`src/hdl/nps_pkg.sv`:
```
// Shared constants and controller/datapath interface types for the nth-prime sieve.
`timescale 1ns / 1ps
package nps_pkg;

  localparam int unsigned DefaultSieveSize = 4096;
  localparam int unsigned ValueWidth       = 12;
  localparam int unsigned ValueMax         = 4095;
  localparam int unsigned FirstPrime       = 2;

  // Controller to datapath commands
  typedef struct packed {
    logic load;       // capture index, reset address and candidate
    logic clr_wr;     // clear one bitmap entry, advance address
    logic sq_rd;      // square the candidate and read its bitmap entry
    logic i_inc;      // next candidate
    logic m_init;     // first multiple is the square
    logic mark;       // mark current multiple, step by candidate
    logic scan_init;  // start the scan at the first prime
    logic scan_rd;    // read entry at scan address
    logic scan_step;  // count an unmarked entry, advance address
    logic finish;     // latch the result
  } nps_cmd_t;

  // Datapath to controller status
  typedef struct packed {
    logic clr_done;
    logic sq_in_range;
    logic marked;
    logic m_in_range;
    logic hit;
    logic scan_end;
  } nps_stat_t;

endpackage

```
`src/hdl/nps_ctrl.sv`:
```
// Controller: sequences clear, sieve and scan phases and the start/busy/valid handshake.
`timescale 1ns / 1ps
module nps_ctrl
  import nps_pkg::*;
(
  input  logic      clk,
  input  logic      rst_n,
  input  logic      start,
  output logic      busy,
  output logic      out_valid,
  output nps_cmd_t  cmd,
  input  nps_stat_t stat
);

  typedef enum logic [2:0] {
    S_IDLE,
    S_CLEAR,
    S_SQ,
    S_TEST,
    S_MARK,
    S_SCAN_RD,
    S_SCAN_CHK
  } state_t;

  state_t state_r, state_nxt;
  logic   busy_r;
  logic   out_valid_r;

  always_comb begin
    cmd       = '0;
    state_nxt = state_r;
    unique case (state_r)
      S_IDLE: begin
        if (start) begin
          cmd.load  = 1'b1;
          state_nxt = S_CLEAR;
        end
      end
      S_CLEAR: begin
        cmd.clr_wr = 1'b1;
        if (stat.clr_done) begin
          state_nxt = S_SQ;
        end
      end
      S_SQ: begin
        cmd.sq_rd = 1'b1;
        state_nxt = S_TEST;
      end
      S_TEST: begin
        priority if (!stat.sq_in_range) begin
          cmd.scan_init = 1'b1;
          state_nxt     = S_SCAN_RD;
        end else if (stat.marked) begin
          cmd.i_inc = 1'b1;
          state_nxt = S_SQ;
        end else begin
          cmd.m_init = 1'b1;
          state_nxt  = S_MARK;
        end
      end
      S_MARK: begin
        if (stat.m_in_range) begin
          cmd.mark = 1'b1;
        end else begin
          cmd.i_inc = 1'b1;
          state_nxt = S_SQ;
        end
      end
      S_SCAN_RD: begin
        cmd.scan_rd = 1'b1;
        state_nxt   = S_SCAN_CHK;
      end
      S_SCAN_CHK: begin
        cmd.scan_step = 1'b1;
        if (stat.hit || stat.scan_end) begin
          cmd.finish = 1'b1;
          state_nxt  = S_IDLE;
        end else begin
          state_nxt = S_SCAN_RD;
        end
      end
      default: begin
        state_nxt = S_IDLE;
      end
    endcase
  end

  always_ff @(posedge clk) begin
    if (!rst_n) begin
      state_r     <= S_IDLE;
      busy_r      <= 1'b0;
      out_valid_r <= 1'b0;
    end else begin
      state_r     <= state_nxt;
      out_valid_r <= cmd.finish;
      if (cmd.load) begin
        busy_r <= 1'b1;
      end else if (cmd.finish) begin
        busy_r <= 1'b0;
      end
    end
  end

  assign busy      = busy_r;
  assign out_valid = out_valid_r;

endmodule

```
`config.mk`:
```
export PLATFORM = sky130hd
export DESIGN_NAME = nps_ctrl
export DESIGN_NICKNAME = d
export VERILOG_FILES = /design/src/hdl/nps_pkg.sv /design/src/hdl/nps_ctrl.sv
export SDC_FILE = /design/constraint.sdc
export NUM_CORES = 1
export LEC_CHECK = 0
export BUFFER_PORTS_ARGS = -buffer_cell sky130_fd_sc_hd__buf_2
export CORE_MARGIN = 2
export CORE_UTILIZATION = 25
export CTS_CLUSTER_DIAMETER = 60
export DETAILED_ROUTE_END_ITERATION = 8
export GPL_TIMING_DRIVEN = 0
export HOLD_SLACK_MARGIN = 0.15
export REMOVE_ABC_BUFFERS = 1
export SYNTH_ARGS = -nofsm -noshare
export SYNTH_HDL_FRONTEND = slang
export SYNTH_SLANG_ARGS = --single-unit
```
`constraint.sdc`:
```
create_clock -name clk -period 2.15 [get_ports clk]
set_input_delay 0.1075 -clock clk [delete_from_list [all_inputs] [get_ports clk]]
set_output_delay 0.1075 -clock clk [all_outputs]
set_load 0.01 [all_outputs]
```
# Word level (Yosys, flattened, before mapping)
# Cells that the tools add are included.
# word_totals
ff_bits	5
latchBits	0
mem_bits_rw	0
rom_bits	0
inputBits	9
output_inout_bits	12
word_cells	42
memories	0
# op_classes
n_addsub	0
n_mul	0
n_div	0
n_lt_le_gt_ge	0
n_eq_ne	9
shift	0
muxes	26
bitwise_logic	0
n_reduce_logical	4
# ops
operator	n
$pmux 3 s7	1
$mux 3	6
$mux 1	16
$eq 3x3->1 const B	3
$eq 3x2->1 const B	2
$ne 2x2->1 const B	3
$mux 2	2
$eq 3x1->1 const B	1
$logic_not 3->1	1
$reduce_and 3->1	1
$pmux 1 s2	1
$reduce_bool 2->1	1
$logic_or 1x1->1	1

# Logic depth before layout (Yosys ltp)
# logic_depth
depth_word	5
ltp_mapped	5
depth_no_buf	4

# Least setup slack after synthesis
# OpenSTA, ideal clock, no wires.
# synth_timing
path_type	flip-flop to flip-flop
from	register state_r[0]
to	register busy_r, in the netlist busy
setup_ns	0.115
arrival_time_ns	1.050
t_required_ns	2.035
setup_slack_ns	0.986
path_stages_with_launch	5
n_path_buf	0
synth_period_minus_slack_ns	1.164
cell_sequence	dfxtp_1 -> nand2b_1 -> nor3_2 -> nor2b_1 -> o21a_1
# synth_lines
item	line_no	rtl
start: declaration	nps_ctrl.sv:25	state_t state_r, state_nxt;
start signal: assignment	nps_ctrl.sv:94	state_r <= state_nxt;
end signal: assignment	nps_ctrl.sv:91	busy_r <= 1'b0;
end signal: assignment	nps_ctrl.sv:97	busy_r <= 1'b1;
end signal: assignment	nps_ctrl.sv:99	busy_r <= 1'b0;
end: declaration	nps_ctrl.sv:26	logic busy_r;

==> qor.json <==
{
  "postLayoutCellArea_um2": 488,
  "io-pin-count": 21,
  "first_pass_iters": 3,
  "status": "complete, no violations",
  "final_net_count": 78,
  "critical_path.startpoint_type": "register",
  "slew-limit-headroom_pct": 71.5,
  "tritoncts_clock_tree": "done",
  "wire_per_inst_um": 9.69,
  "p_leak_nw": 0.254,
  "totalWireLength_um": 804,
  "placement.io_buffers": 20,
  "post_cts_buffers": 0,
  "fin_crit_ps": 1510,
  "vdd_drop_max_mv": 0.321,
  "cp_max_fo": 14,
  "final.setup_skew_ps": 0.195,
  "die_w_um": 40.9,
  "place_hpwl_um": 642,
  "num_vias": 386,
  "ys.warnings.count": 0,
  "cts-htree-levels": 1,
  "cp.required_ps": 2040,
  "register_area_share_after_synthesis_pct": 29.4,
  "post_synth_inst_count": 44,
  "synth_area_leader_cell": "sky130_fd_sc_hd__dfxtp_1",
  "timing.fmax_ghz": 0.662,
  "hold_path.startpoint": "stat[5]",
  "synthToLayoutAreaGrowth_pct": 43.4,
  "dr.first_iter.drc_count": 2,
  "antenna_found_initial": 0,
  "setup.worst_path.class": "reg -> out",
  "clkTransAtPathRegs_ps": 40,
  "cts.root.buffer_cell": "sky130_fd_sc_hd__clkbuf_4",
  "global_route.overflow_total": 0,
  "r2r-start": "state_r[2]",
  "antenna_violating_nets_post_route": 0,
  "worst_hold_slack_ps": 266,
  "grt_first_pass_wirelength_um": 1170,
  "tightest_slew_ps": 427,
  "postSynthRegisterBits": 5,
  "grt_start_max_net_pins": 15,
  "hold_class": "in -> reg",
  "drive_above_1_share_pct": 39.7,
  "power_density_mw_per_mm2": 692,
  "post_cts_resize_count": 0,
  "die_area_mm2": 0.00167,
  "critical_path.startpoint": "state_r[2]",
  "area_of_the_mapped_netlist_um2": 340,
  "antenna_cells_inserted": 0,
  "grt_util_all_layers_pct": 10.8,
  "yosysTopAreaCellShare_pct": 29.4,
  "timing.final.crit_share_pct": 70.3,
  "setup-violations-final": 0,
  "drc_markers": 0,
  "core_region_area_mm2": 0.00128,
  "vias_per_instance": 4.65,
  "syn_area_cell_um2": 7.73,
  "rows": 13,
  "hold_buffers": 1,
  "die-height_um": 40.9,
  "cp-end-kind": "primary output",
  "cp.arrival_ps": 1400,
  "synth.distinct_cells": 24,
  "setup_repair_after_global_routing_missed_its_margin": "no",
  "finalHoldViolations": 0,
  "setup-tns-final_ps": 0,
  "detailed_place.area_um2": 452,
  "clock_insertion_delay_worst_skew_ps": 240,
  "layout.filler_cells": 152,
  "post_synth_main_area_contributors": "sky130_fd_sc_hd__dfxtp_1, sky130_fd_sc_hd__nor2_1, sky130_fd_sc_hd__nor3_2",
  "gp_routability_congestion": 0.728,
  "cap_viol_max_count": 0,
  "cts_made_buffers": 3,
  "cts-root-to-sink-buffers": 2,
  "floorplan.initialDensity_pct": 26.5,
  "via_count_of_the_first_global_routing_pass": 309,
  "drv_slew": 0,
  "clock_sinks": 5
}
cell families after synthesis:
| family | share of synthesized area [%] |
|---|---|
| buf+inv | 3.31 |
| flops | 29.4 |
| simple gates | 40.4 |
| compound gates | 26.8 |
synthesized netlist by cell type (all sizes together):
cell type  instances
nor3b              1
nand2b             2
o22ai              1
buf                1
nor2b              2
a211o              1
and2               1
a211oi             2
dfxtp              5
o32ai              1
inv                1
nor3               2
o21a               1
o31ai              1
o21ai              1
o211a              1
and3               4
a21o               1
nor2               9
nand3b             1
nand2              3
a21oi              2
final cells by class:
| cell class | instances | area (µm²) | share of cell area, % |
|---|---|---|---|
| repair buffers | 21 | 110 | 22.6 |
| flip-flops and latches | 5 | 100 | 20.5 |
| clock buffers | 4 | 26.3 | 5.38 |
| multi-input cells | 37 | 229 | 46.9 |
| well taps | 15 | 18.8 | 3.85 |
| inverters | 1 | 3.75 | 0.769 |
layout by cell type, fill, tap and decap left out, types with 2 or more instances in the layout:
| master | synthesis | layout |
|---|---|---|
| sky130_fd_sc_hd__buf_2 | 0 | 20 |
| sky130_fd_sc_hd__nor2_1 | 9 | 9 |
| sky130_fd_sc_hd__dfxtp_1 | 5 | 5 |
| sky130_fd_sc_hd__and3_1 | 3 | 3 |
| sky130_fd_sc_hd__nand2_1 | 3 | 3 |
| sky130_fd_sc_hd__clkbuf_4 | 0 | 3 |
| sky130_fd_sc_hd__nand2b_1 | 2 | 2 |
| sky130_fd_sc_hd__nor3_2 | 2 | 2 |
| sky130_fd_sc_hd__nor2b_1 | 2 | 2 |
| sky130_fd_sc_hd__a21oi_1 | 2 | 2 |
final timing paths:
check / endpoint / slack (ps) / cells past startpoint
setup / recovery: cmd[0] / 640 / 3
hold / removal: state_r[0] / 270 / 3
setup reg to reg: busy / 810 / 4
hold reg to reg: busy / 570 / 2
sequential cells by signal, summed over array words and instances, names as in the netlist:
signal     cells
busy           1
out_valid      1
state_r        3
power breakdown:
part / leakage (nW) / switching [mW] / internal, mW
clock network: 0.0150 / 0.0359 / 0.0700
registers: 0.0410 / 0.0163 / 0.104
logic: 0.198 / 0.0579 / 0.0534
stage by stage:
step	util, %	total power, mW	instances	setup slack (ps)
after floorplan	-	0.194	43	873
after global placement	35.2	0.232	78	825
after detailed placement	35.2	0.233	78	830
after CTS	38.0	0.344	83	647
after global routing	38.0	0.370	83	530
final	38.0	0.338	83	639
worst max-delay path, cell delays in order, from the launching register on:
cell and delay [ps]:
sky130_fd_sc_hd__dfxtp_1 570, sky130_fd_sc_hd__inv_1 170, sky130_fd_sc_hd__nor3_2 260, sky130_fd_sc_hd__buf_2 170
metal layers:
| layer | wire, µm | GRT usage [%] | share of wire (%) | vias to the layer above |
|---|---|---|---|---|
| met5 | 0 | 0 | 0 | - |
| met4 | 0 | 0 | 0 | 0 |
| met3 | 55 | 8.15 | 6.8 | 0 |
| met2 | 369 | 17.6 | 46 | 12 |
| met1 | 379 | 11.7 | 47 | 168 |
| li1 | - | - | - | 206 |
(Power assumes the default switching activity.)
